**src/rtl/sv39pt_pkg.sv**
```systemverilog
// Shared types, constants and helper functions for the Sv39 page table map engine.
// No dependencies; every other file of the block imports this package.
package sv39pt_pkg;

  // Default sizing
  localparam int unsigned TABLE_PAGES_DEF = 64;
  localparam int unsigned LEVELS_DEF      = 3;

  // Fixed field widths
  localparam int unsigned VA_W     = 39;
  localparam int unsigned PA_W     = 56;
  localparam int unsigned PPN_W    = 44;
  localparam int unsigned ENTRY_W  = 54;
  localparam int unsigned LOC_W    = 15;
  localparam int unsigned CNT_W    = 7;
  localparam int unsigned LVL_W    = 2;
  localparam int unsigned PROT_W   = 3;
  localparam int unsigned IDX_W    = 9;
  localparam int unsigned ENTRIES  = 512;
  localparam int unsigned PG_SHIFT = 12;

  // Entry flag bits (low byte of an entry)
  localparam logic [7:0] FLAG_V = 8'h01;
  localparam logic [7:0] FLAG_R = 8'h02;
  localparam logic [7:0] FLAG_W = 8'h04;
  localparam logic [7:0] FLAG_X = 8'h08;
  localparam logic [7:0] FLAG_A = 8'h40;
  localparam logic [7:0] FLAG_D = 8'h80;

  // Configuration register indexes
  localparam logic CFG_FREE_BASE  = 1'b0;
  localparam logic CFG_FREE_COUNT = 1'b1;

  localparam logic [CNT_W-1:0] FREE_COUNT_RST = 7'd64;
  localparam logic [PPN_W-1:0] FREE_BASE_RST  = 44'd524288;

  typedef enum logic [1:0] {
    STATUS_MAPPED   = 2'd0,
    STATUS_NO_PAGES = 2'd1,
    STATUS_OUTSIDE  = 2'd2
  } status_e;

  typedef struct packed {
    logic [VA_W-1:0]   virt_addr;
    logic [PA_W-1:0]   target_paddr;
    logic [LVL_W-1:0]  leaf_level;
    logic [PROT_W-1:0] protection;
  } req_t;

  typedef struct packed {
    status_e            status;
    logic [ENTRY_W-1:0] leaf_entry;
    logic [LOC_W-1:0]   entry_location;
    logic [CNT_W-1:0]   pages_in_use;
  } rsp_t;

  typedef struct packed {
    logic             reg_index;
    logic [PPN_W-1:0] wr_data;
  } cfg_t;

  // controller -> datapath
  typedef struct packed {
    logic clr_wr;    // zero one store word of the reset sweep
    logic load_req;  // capture request, start walk at root
    logic eval;      // act on the entry read for the current level
    logic leaf_wr;   // write the leaf entry, record success
    logic out_load;  // move finished result into the output register
  } cmd_t;

  // datapath -> controller
  typedef struct packed {
    logic clr_last;   // sweep at its last word
    logic walk_more;  // current level still above the leaf level
    logic eval_fail;  // entry at hand ends the walk with an error
  } sts_t;

  function automatic logic [7:0] prot_flags(input logic [PROT_W-1:0] prot);
    logic [7:0] f;
    f = '0;
    if (prot[0]) f = f | FLAG_R | FLAG_A;
    if (prot[1]) f = f | FLAG_W | FLAG_D;
    if (prot[2]) f = f | FLAG_X | FLAG_A;
    if (f == '0) f = FLAG_R;
    return f;
  endfunction

  // 9-bit VPN slice for a level; a fourth level lies above bit 38 and reads zero
  function automatic logic [IDX_W-1:0] vpn_index(input logic [VA_W-1:0] va,
                                                 input logic [LVL_W-1:0] lvl);
    logic [IDX_W-1:0] idx;
    case (lvl)
      2'd0:    idx = va[20:12];
      2'd1:    idx = va[29:21];
      2'd2:    idx = va[38:30];
      default: idx = '0;
    endcase
    return idx;
  endfunction

endpackage

```
**src/rtl/sv39pt_ctrl.sv**
```systemverilog
// Sequencer of the map engine: reset sweep, walk per level, leaf write, result hand-off.
// Depends on sv39pt_pkg (cmd_t, sts_t).
module sv39pt_ctrl (
  input  logic              clk_i,
  input  logic              rst_ni,
  input  logic              req_valid_i,
  output logic              req_ready_o,
  output logic              rsp_valid_o,
  input  logic              rsp_ready_i,
  output sv39pt_pkg::cmd_t  cmd_o,
  input  sv39pt_pkg::sts_t  sts_i
);
  import sv39pt_pkg::*;

  localparam logic [2:0] S_CLEAR = 3'd0;
  localparam logic [2:0] S_IDLE  = 3'd1;
  localparam logic [2:0] S_WALK  = 3'd2;
  localparam logic [2:0] S_EVAL  = 3'd3;
  localparam logic [2:0] S_DONE  = 3'd4;

  logic [2:0] state_q, state_d;
  logic       rsp_valid_q, rsp_valid_d;
  logic       out_free;

  assign out_free = !rsp_valid_q || rsp_ready_i;

  always_comb begin
    state_d = state_q;
    cmd_o   = '0;
    case (state_q)
      S_CLEAR: begin
        cmd_o.clr_wr = 1'b1;
        if (sts_i.clr_last) state_d = S_IDLE;
      end
      S_IDLE: begin
        if (req_valid_i) begin
          cmd_o.load_req = 1'b1;
          state_d        = S_WALK;
        end
      end
      S_WALK: begin
        // read of the level entry is in flight when walking on
        if (sts_i.walk_more) begin
          state_d = S_EVAL;
        end else begin
          cmd_o.leaf_wr = 1'b1;
          state_d       = S_DONE;
        end
      end
      S_EVAL: begin
        cmd_o.eval = 1'b1;
        state_d    = sts_i.eval_fail ? S_DONE : S_WALK;
      end
      S_DONE: begin
        if (out_free) begin
          cmd_o.out_load = 1'b1;
          state_d        = S_IDLE;
        end
      end
      default: state_d = S_CLEAR;
    endcase
  end

  always_comb begin
    rsp_valid_d = rsp_valid_q;
    if (cmd_o.out_load) rsp_valid_d = 1'b1;
    else if (rsp_ready_i) rsp_valid_d = 1'b0;
  end

  always_ff @(posedge clk_i or negedge rst_ni) begin
    if (!rst_ni) begin
      state_q     <= S_CLEAR;
      rsp_valid_q <= 1'b0;
    end else begin
      state_q     <= state_d;
      rsp_valid_q <= rsp_valid_d;
    end
  end

  assign req_ready_o = (state_q == S_IDLE);
  assign rsp_valid_o = rsp_valid_q;

  // a waiting result is never overwritten
  a_no_overwrite: assert property (@(posedge clk_i) disable iff (!rst_ni)
    cmd_o.out_load |-> (!rsp_valid_q || rsp_ready_i))
    else $error("result register loaded while occupied");

  // registered read data is only used in the cycle after its address was set up
  a_eval_after_walk: assert property (@(posedge clk_i) disable iff (!rst_ni)
    state_q == S_EVAL |-> $past(state_q) == S_WALK)
    else $error("entry evaluated without a preceding read");

  // no request taken before the store sweep has finished
  a_clear_first: assert property (@(posedge clk_i) disable iff (!rst_ni)
    (state_q == S_CLEAR && !sts_i.clr_last) |=> !req_ready_o)
    else $error("request port opened during store sweep");

endmodule

```
**config.mk**
```make
export PLATFORM = sky130hd
export DESIGN_NAME = sv39pt_ctrl
export DESIGN_NICKNAME = d
export VERILOG_FILES = /design/src/rtl/sv39pt_pkg.sv /design/src/rtl/sv39pt_ctrl.sv
export SDC_FILE = /design/constraint.sdc
export NUM_CORES = 1
export LEC_CHECK = 0
export BUFFER_PORTS_ARGS = -buffer_cell sky130_fd_sc_hd__clkbuf_2
export CORE_AREA = 3 3 40 42
export DETAILED_ROUTE_END_ITERATION = 10
export DIE_AREA = 0 0 43 45
export PLACE_DENSITY = 0.42
export SLEW_MARGIN = 20
export SYNTH_ARGS = -nofsm -noshare
export SYNTH_HDL_FRONTEND = slang
export SYNTH_SLANG_ARGS = --single-unit
```
**constraint.sdc**
```tcl
create_clock -name clk_i -period 3.2 [get_ports clk_i]
set_input_delay 0 -clock clk_i [delete_from_list [all_inputs] [get_ports clk_i]]
set_output_delay 0 -clock clk_i [all_outputs]
set_load 0.005 [all_outputs]
```
# After elaboration in Yosys (flattened, before gate mapping)
# Cells that the tools add are included.
# op_classes
n_eq_ne,7
n_mux,16
n_reduce_logical,5
# ops
operator,count
3-bit two-way mux,5
3-bit case mux with 5 select lines,1
1-bit two-way mux,10
3-bit by 2-bit equality test with 1-bit output (second input constant),2
2-bit != test (second input constant),3
3-bit by 1-bit equality test with 1-bit output (second input constant),1
3-bit equality test (second input constant),1
3-bit zero test,1
3-bit AND reduction,1
2-bit nonzero test,1
1-bit zero test,1
1-bit logical OR,1
# word_totals
register_bits,4
output_inout_bits,7
elab_cells,30

# Depth between registers and ports, before layout
# Gate-level depths: netlist (run 1).
# logic_depth
depth_word,5
mapped_depth,4
depth_no_buf,3

# Least setup slack after synthesis (run 1)
# Ideal clock, no wire load.
# synth_timing
path_type,register to register
from,reg state_q[2]
to,reg state_q[0]
arrival_ps,1323
required_time_ps,3072
path_slack_ps,1749
stages_incl_launch_ff,5
path_buffers,1
synth_period_minus_slack_ps,1451
path_cell_list,dfrtp_1 -> buf_2 -> or3b_1 -> a21oi_2 -> mux2_1
# synth_via
elab_chain_len,3
elab_cells_between_ends,10
cone_classes,eq/ne: 7; mux: 1; reduce/logical: 2
# synth_lines
item,line,source
from (decl),sv39pt_ctrl.sv:21,"logic [2:0] state_q, state_d;"
from (signal assigned),sv39pt_ctrl.sv:75,state_q <= state_d;
"3-bit equality test, or another cell as far along",sv39pt_ctrl.sv:30,case (state_q)
2-bit != test (no source line),-,
3-bit AND reduction (no source line),-,
# Parallel ways exist; a longest one is shown, timed or not.
# A chain may end at the register's enable or synchronous reset.

# Worst setup path in the final report (run 1)
# layout_timing
from,reg state_q[0]
to,reg state_q[0]
# The elaborated chain is that of the path after synthesis.

==> results of run 1 <==
[sequential cells by signal (all words and copies together), names as in the netlist]
signal	count
rsp_valid_o	1
state_q	3
[metal layers]
metal | GRT usage | up-vias | share of wire
li1 | - | 144 | -
met1 | 0.0969 | 124 | 0.44
met2 | 0.114 | 7 | 0.52
met3 | 0.0279 | 0 | 0.036
met4 | 0.0542 | 0 | 0
met5 | 0 | - | 0
[repair_timing]
action	in CTS	in global routing
gates resized for setup	0	0
setup endpoints to repair	0	0
endpoints found under the hold margin	4	0
hold buffers	1	0
[synth_stat cells]
library cell / number / share of area
o22ai_1: 1 / 0.023
nand4bb_1: 1 / 0.041
inv_2: 1 / 0.014
a21oi_2: 1 / 0.032
mux2_1: 1 / 0.041
o21bai_1: 1 / 0.027
nand2b_1: 2 / 0.045
nand2_1: 2 / 0.027
buf_4: 2 / 0.054
nand3b_1: 1 / 0.027
nor2_1: 3 / 0.041
or3b_1: 1 / 0.032
dfrtp_1: 4 / 0.36
a21oi_1: 2 / 0.036
a21boi_0: 1 / 0.027
buf_2: 1 / 0.018
a31oi_1: 1 / 0.023
and2_1: 1 / 0.023
clkbuf_1: 1 / 0.014
and3_1: 1 / 0.023
nor3_1: 4 / 0.072
[worst reg2reg max path: cells and delay by family, from the launching register on]
family / cells / cell delay (ps)
and+or+nand+nor: 1 / 390
muxes: 1 / 340
DFF: 1 / 500
AOI/OAI and AO/OA: 1 / 160
[final cells by class]
type,count,area share
multi-input cells,24,0.403
flip-flops and latches,4,0.271
repair buffers,14,0.203
clock buffers,3,0.0610
well taps,15,0.0508
inverters,1,0.0102
[final timing paths]
path / start / endpoint / slack, ps
max: state_q[0] / state_q[0] / 1680
min: sts_i[0] / state_q[2] / 80
max reg2reg: state_q[0] / state_q[0] / 1680
min reg2reg: rsp_valid_o / rsp_valid_o / 570
max in group asynchronous: rst_ni / state_q[1] / 2950
min in group asynchronous: rst_ni / state_q[2] / 120
[power groups by stage]
stage,registers (µW),logic [µW],clock network (µW)
2_1_floorplan,78.7,122,0
3_3_place_gp,114,129,0
3_5_place_dp,112,125,0
4_1_cts,112,128,63.1
5_1_grt,118,143,69.5
6_report,112,124,60.2
[cell families after synthesis]
family                 after synthesis  synth area share
AND/OR/NAND/NOR                     16             0.330
multiplexers                         1            0.0407
flip-flops                           4             0.362
AO/OA/AOI/OAI                        7             0.167
buffers and inverters                5            0.0995
[stage by stage]
step                power [µW]  area [µm²]
floorplan                  201         277
global placement           243         337
detailed placement         238         337
CTS                        303         369
global route               331         369
finish                     296         369
==> results.md, run 1 <==
- Post-DRT Antenna Nets: 0
- Die Footprint: 1940 µm²
- Average size of a mapped cell: 8.38 µm²
- Gate power share: 0.419
- Critical path fanouts, max: 11
- Placed instance count: 57
- Sw frac: 0.390
- CP arrival: 1620 ps
- Cell variety after synth: 21
- Worst endpoint required time: 3300 ps
- Initial core utilization: 0.215
- Status: finished, final reports clean
- First-pass GRT wire length: 1120 µm
- Final TNS setup: 0 ps
- Area growth syn-to-layout: 33.5%
- Critical Path Max Stage Delay: 500 ps
- Crit. End Element: flip-flop
- Slew @ Worst Pin: 295 ps
- NetSw: 115 µW
- Reg power frac: 0.377
- Drt wl/cell: 9.97 µm
- Cts bufs inserted: 3
- Fin crit share: 0.474
- Min Tclk post-route: 1520 ps
- GR Overflow Total: 0
- Sequential fraction of the synthesis area: 0.362
- Residual DRC count: 0
- Ports: 14
- Post-Syn Area: 277 µm²
- Final worst slack: 1680 ps
- Longest Clk Path Bufs: 2
- Seq. cell area: 100 µm²
- Commonest non-fill, non-tap cell in the layout: clkbuf_2
- Fin nets: 55
- Pin count of the biggest net entering global routing: 12
- Clock power share: 0.203
- Worst hold path type: input pin to flip-flop
- Lkg Pwr: 0.000183 µW
- Pwr Density: 802 nW/µm²
- Internal cell power: 180 µW
- Placed wire-length estimate: 501 µm
- Clk_lat worst skew: 230 ps
- Drt initial violations: 1
- Worst path depth: 3
- Cell Rows: 13
- GRT Overall Usage: 0.0784
- Fraction of layout cells with a size suffix above 1: 0.391
- Clock Skew: 3.70 ps
- CP Class: flip-flop to flip-flop
- Core area: 1280 µm²
- Family with the most delay on the worst path: flip-flops
- Worst Reg-to-Reg Cells: 3
- Final Max Slew Viols: 0
- Commonest non-fill, non-tap cells in the layout: clkbuf_2, nor3_1, dfrtp_1, nor2_1, clkbuf_4
- Type of origin of the critical path: flip-flop
- Area of the multi-input gates: 149 µm²
- Worst hold slack: 82.0 ps
- Ys Warns: 0
- Pre-CTS setup slack: 1690 ps
- FILL cells: 153
- Layout Utilization: 0.287
- CP Cell Sequence: or3b_1 -> a21oi_2 -> mux2_1
- Drt via density: 4.51
- Initial antenna violation count: 0
- DIE HEIGHT: 45 µm
- # Max-Cap Violations: 0
- Initial DRT Pass Iterations: 3
- N_diodes: 0
- Synth Instances: 33
- Post-synthesis register bit count: 4
- Hold Crit Depth: 3
- CTS Sinks: 4
- Die width: 43 µm
- Fmax achieved: 659 MHz
- Clk pin slew, worst setup/hold paths: 40 ps
- Post-Syn Nets: 40
- Final Setup Violations: 0
- Routability cong.: 0.693
- Total wire length: 608 µm
- Max transition margin: 0.803
- Setup bufs post-CTS: 0
- RSZ-0062 raised after global routing: false
- Final Hold Vio Count: 0
- Layout Cells excl Fill: 61
- Peak VDD IR: 0.229 mV
- Root buf cell: clkbuf_4
- Max stage delay cell, worst path: dfrtp_1
- TritonCTS clock tree: yes
- Port Buffers: 13
- Htree depth: 1
- Crit path buffers/inverters: 0
- Vias in the first global route: 270
- Via count: 275
(Power assumes the default switching activity.)
==> run 2: changes to the inputs <==
PLACE_DENSITY = 0.43   (was 0.42)
clock period = 1.35 ns   (was 3.2 ns; I/O delays follow)
==> results.md, run 2 (same netlist as run 1, synthesis figures left out) <==
- GRT Overall Usage: 0.0921
- Max transition margin: 0.783
- Min Tclk post-route: 1350 ps
- Fmax achieved: 740 MHz
- Most flops, register: state_q
- Core area: 1280 µm²
- Type of origin of the critical path: flip-flop
- Clk pin slew, worst setup/hold paths: 40 ps
- Initial core utilization: 0.215
- Vias in the first global route: 321
- Post-route total power: 817 µW
- Clock Skew: 0.114 ps
- Clk_lat worst skew: 240 ps
- Initial antenna violation count: 0
- Drt initial violations: 3
- Commonest non-fill, non-tap cell in the layout: clkbuf_2
- Worst endpoint required time: 1470 ps
- Die width: 43 µm
- Max reg flops: 3
- Die Footprint: 1940 µm²
- Lkg Pwr: 0.000208 µW
- DP Area: 352 µm²
- Top Layer Used: met3
- DIE HEIGHT: 45 µm
- Total wire length: 721 µm
- Placed wire-length estimate: 526 µm
- Worst hold path type: input pin to flip-flop
- CP Cell Sequence: or3b_4 -> a21oi_4 -> mux2_4
- Commonest non-fill, non-tap cells in the layout: clkbuf_2, nor3_1, buf_4, dfrtp_1
- Root buf cell: clkbuf_4
- Post-DRT Antenna Nets: 0
- Post-Layout Inst Area: 413 µm²
- Drt wl/cell: 11.1 µm
- N_diodes: 0
- TritonCTS clock tree: yes
- CP arrival: 1470 ps
- Wire length on met2: 324 µm
- GR Overflow Total: 0
- Slew @ Worst Pin: 325 ps
- Met3 Wirelength: 54 µm
- Pwr Density: 1980 nW/µm²
- Residual DRC count: 0
- Status: complete, but fails checks
- Critical Path Max Stage Delay: 410 ps
- Cts bufs inserted: 3
- Peak VDD IR: 0.686 mV
- Fraction of layout cells with a size suffix above 1: 0.480
- First-pass GRT wire length: 1300 µm
- Final Max Slew Viols: 0
- Fin nets: 59
- Initial DRT Pass Iterations: 3
- Final Setup Violations: 1
- RSZ-0062 raised after global routing: true
- Final worst slack: -0.887 ps
- # Max-Cap Violations: 0
- Port Buffers: 13
- Area growth syn-to-layout: 49.3%
- Via count: 293
- Routability cong.: 0.668
- Pin count of the biggest net entering global routing: 10
- Reg-to-reg setup timing slack: -0.9 ps
- Met1 WL: 341 µm
- Longest Clk Path Bufs: 2
- Drt via density: 4.51
- Crit. End Element: flip-flop
- Fin crit share: 1.00
- Failing checks: setup timing
- Final Hold Vio Count: 0
- Cell Rows: 13
- Critical path fanouts, max: 3
- CP Class: flip-flop to flip-flop
- Htree depth: 1
- CTS Sinks: 4
- Ports: 14
- Max stage delay cell, worst path: or3b_4
-- run 2: where the power goes --
group / internal [µW] / total [µW] / switching, µW
Clock: 99.5 / 150 / 50.4
Combinational: 235 / 438 / 203
Sequential: 169 / 229 / 60.6
Total: 503 / 817 / 314
-- run 2: layout make-up --
| cell class | instances | area (µm²) |
|---|---|---|
| tap | 15 | 18.8 |
| sequential | 4 | 100 |
| fill | 143 | 872 |
| multi-input combinational | 24 | 163 |
| clock buffer | 3 | 22.5 |
| timing repair buffer | 18 | 105 |
| inverter | 1 | 3.75 |
-- run 2: worst max-delay path, delay by kind of cell, from the launching register on --
kind	cells	cell delay [ps]
muxes	1	310
and+or+nand+nor	1	410
AOI/OAI and AO/OA	1	150
DFF	1	370
-- run 2: timing repair --
action | CTS | global route
hold buffers | 1 | 0
endpoints found under the hold margin | 4 | 0
resized for setup | 3 | 0
setup endpoints to repair | 1 | 2
pin swaps | 1 | 0
buffers inserted | 2 | 0
-- run 2: final timing paths --
| check | startpoint | end | cells after the start |
|---|---|---|---|
| worst max-delay path | state_q[0] | state_q[0] | 3 |
| worst min-delay path | rsp_ready_i | rsp_valid_o | 3 |
| worst max register to register | state_q[0] | state_q[0] | 3 |
| worst min register to register | rsp_valid_o | rsp_valid_o | 2 |
| max in group asynchronous | rst_ni | state_q[2] | 2 |
| min in group asynchronous | rst_ni | state_q[1] | 2 |
-- run 2: routing by layer --
layer | up-vias | global-route usage
met5 | - | 0
met4 | 0 | 0.0361
met3 | 0 | 0.0518
met2 | 11 | 0.141
met1 | 128 | 0.108
li1 | 154 | -
-- run 2: through the flow --
stage	util	hold WS, ps	std cells	setup WS [ps]	setup TNS, ps
6_report	0.321	82.6	65	-0.887	-0.887
5_1_grt	0.321	93.8	65	-27.2	-51.3
4_1_cts	0.321	78.3	65	7.52	0
3_5_place_dp	0.274	-187	59	-27.4	-27.4
3_3_place_gp	0.274	-185	59	21.4	0
2_1_floorplan	-	-296	33	-85.7	-85.7
==> run 3: changes to the inputs <==
ABC_AREA = 1   (was default)
CELL_PAD_IN_SITES_DETAIL_PLACEMENT = 1   (was default)
CELL_PAD_IN_SITES_GLOBAL_PLACEMENT = 1   (was default)
PLACE_DENSITY = 0.6   (was 0.43)
==> results.md, run 3 <==
- Pwr Density: 2000 nW/µm²
- Top_reg_cell synth: dfrtp_1
- Worst Reg-to-Reg Cells: 5
- Die width: 43 µm
- CP Launch Point: state_q[2]
- Critical path fanouts, max: 5
- Vias in the first global route: 294
- CTS Sinks: 4
- Total wire length: 706 µm
- Initial core utilization: 0.225
- Slew @ Worst Pin: 231 ps
- Max reg flops: 3
- Post-Syn Area: 289 µm²
- EDFF count, synth: 0
- Sw frac: 0.450
- First-pass GRT wire length: 1150 µm
- Seq. cell area: 100 µm²
- Residual DRC count: 0
- Drt initial violations: 1
- CP arrival: 1160 ps
- Area growth syn-to-layout: 44.6%
- Routability cong.: 0.686
- Ports: 14
- Die Footprint: 1940 µm²
- Average size of a mapped cell: 7.23 µm²
- Root buf cell: clkbuf_4
- Worst hold path type: input pin to flip-flop
- Cell Rows: 13
- Fin crit share: 0.860
- Synth Instances: 40
- Drt via density: 4.19
- Peak VDD IR: 0.590 mV
- Port Buffers: 13
- Lkg Pwr: 0.000247 µW
- Min Tclk post-route: 1160 ps
- Post-synthesis register bit count: 4
- Final Setup Violations: 0
- Drt wl/cell: 9.67 µm
- GR Overflow Total: 0
- Clock Skew: 7.41 ps
- Initial antenna violation count: 0
- Clk pin slew, worst setup/hold paths: 40 ps
- DIE HEIGHT: 45 µm
- Hold Buf Count CTS: 3
- Gate power share: 0.528
- # Max-Cap Violations: 0
- Longest Clk Path Bufs: 2
- Crit. End Element: output port
- Clock power share: 0.177
- Internal cell power: 460 µW
- Post-synth ARST share: 1.00
- Core area: 1280 µm²
- Final Hold Vio Count: 0
- Cts repair resizes: 0
- Reg-to-reg setup timing slack: 350 ps
- Hold Path Sink: state_q[2]
- Fraction of layout cells with a size suffix above 1: 0.448
- Type of origin of the critical path: flip-flop
- Layout Utilization: 0.325
- HP Start: sts_i[1]
- Commonest non-fill, non-tap cell in the layout: clkbuf_2
- Final Max Slew Viols: 0
- N_diodes: 0
- Reg-to-reg startpoint: state_q[1]
- Post-Syn Nets: 47
- Top-area cell type share of the netlist area: 0.346
- Ys Warns: 0
- Sequential fraction of the synthesis area: 0.346
- Cts bufs inserted: 3
- Initial DRT Pass Iterations: 2
- Fmax achieved: 861 MHz
- Worst R2R End: state_q[0]
- Cell variety after synth: 14
- Clk_lat worst skew: 240 ps
- Commonest non-fill, non-tap cells in the layout: clkbuf_2, nor2_1, inv_1, nand2_1, dfrtp_1
- Post-DRT Antenna Nets: 0
- Setup bufs post-CTS: 0
- Reg power frac: 0.295
- Status: finished, final reports clean
- FILL cells: 163
- Htree depth: 1
- CP Class: flip-flop to output port
- Hold Crit Depth: 4
- Via count: 306
- Top cells by area, synth: dfrtp_1, nand3_2, inv_1
- Worst endpoint required time: 1350 ps
- Post-synth top cells: inv_1, nor2_1, dfrtp_1, nand2_1
- NetSw: 377 µW
- TritonCTS clock tree: yes
- Final TNS setup: 0 ps
- Fin nets: 67
- Area of the multi-input gates: 148 µm²
- Post-synth top area cell: dfrtp_1
- GRT Overall Usage: 0.0844
- Pin count of the biggest net entering global routing: 6
- RSZ-0062 raised after global routing: false
- Max transition margin: 0.846
- Most flops, register: state_q
- Placed wire-length estimate: 601 µm
## run 3: changes by cell type after synthesis, moves of 2 or more
cell      before  now
nand3_2        0    3
nand2b_1       2    0
a21oi_1        2    0
nand2_1        2    4
nor2_1         3    8
nor2_2         0    3
nor3_1         4    0
nand3_1        0    3
inv_1          0    8
## run 3: cell families (layout without fill, tap and decap cells)
family,Yosys count,after routing,share of synthesized area
flops,4,4,0.346
simple gates,22,22,0.416
buf+inv,10,28,0.143
compound gates,4,4,0.0952
## run 3: how the worst max path moves through the flow
stage,end,slack (ps),cells past startpoint
2_1_floorplan,state_q[0],430,5
3_3_place_gp,state_q[1],330,5
3_5_place_dp,state_q[1],340,5
4_1_cts,cmd_o[3],170,4
5_1_grt,cmd_o[1],100,4
6_report,cmd_o[3],190,4
## run 3: worst max-delay path, stage by stage, from the launching register on
cell and delay [ps]:
dfrtp_1 430, nor2_1 170, nand2_1 110, nor2_1 100, clkbuf_2 120
## run 3: through the flow
step | cells | power, µW | setup WS (ps) | cell area, µm² | hold slack [ps]
floorplan | 40 | 545 | 431 | 289 | -296
global placement | 67 | 695 | 327 | 365 | -191
detailed placement | 67 | 699 | 337 | 365 | -190
CTS | 73 | 863 | 168 | 418 | 90.0
global route | 73 | 924 | 99.2 | 418 | 120
finish | 73 | 837 | 189 | 418 | 87.4
## run 3: power by group through the flow
stage	Clock [µW]	Combinational, µW	Sequential (µW)
floorplan	0	309	236
CTS	156	458	249
detailed placement	0	449	250
global route	164	501	259
finish	148	441	247
global placement	0	446	249
## run 3: metal layers
metal	global-route usage	wire length, µm	up-vias	share of wire
met4	0.0904	15	0	0.021
met5	0	0	-	0
met1	0.0949	308	143	0.44
met2	0.132	364	5	0.52
li1	-	-	156	-
met3	0.0120	18	2	0.025
## run 3: layout make-up
type / count / area share
tap: 15 / 0.0449
multi-input combinational: 26 / 0.353
timing repair buffer: 16 / 0.228
clock buffer: 3 / 0.0539
sequential: 4 / 0.240
inverter: 9 / 0.0808
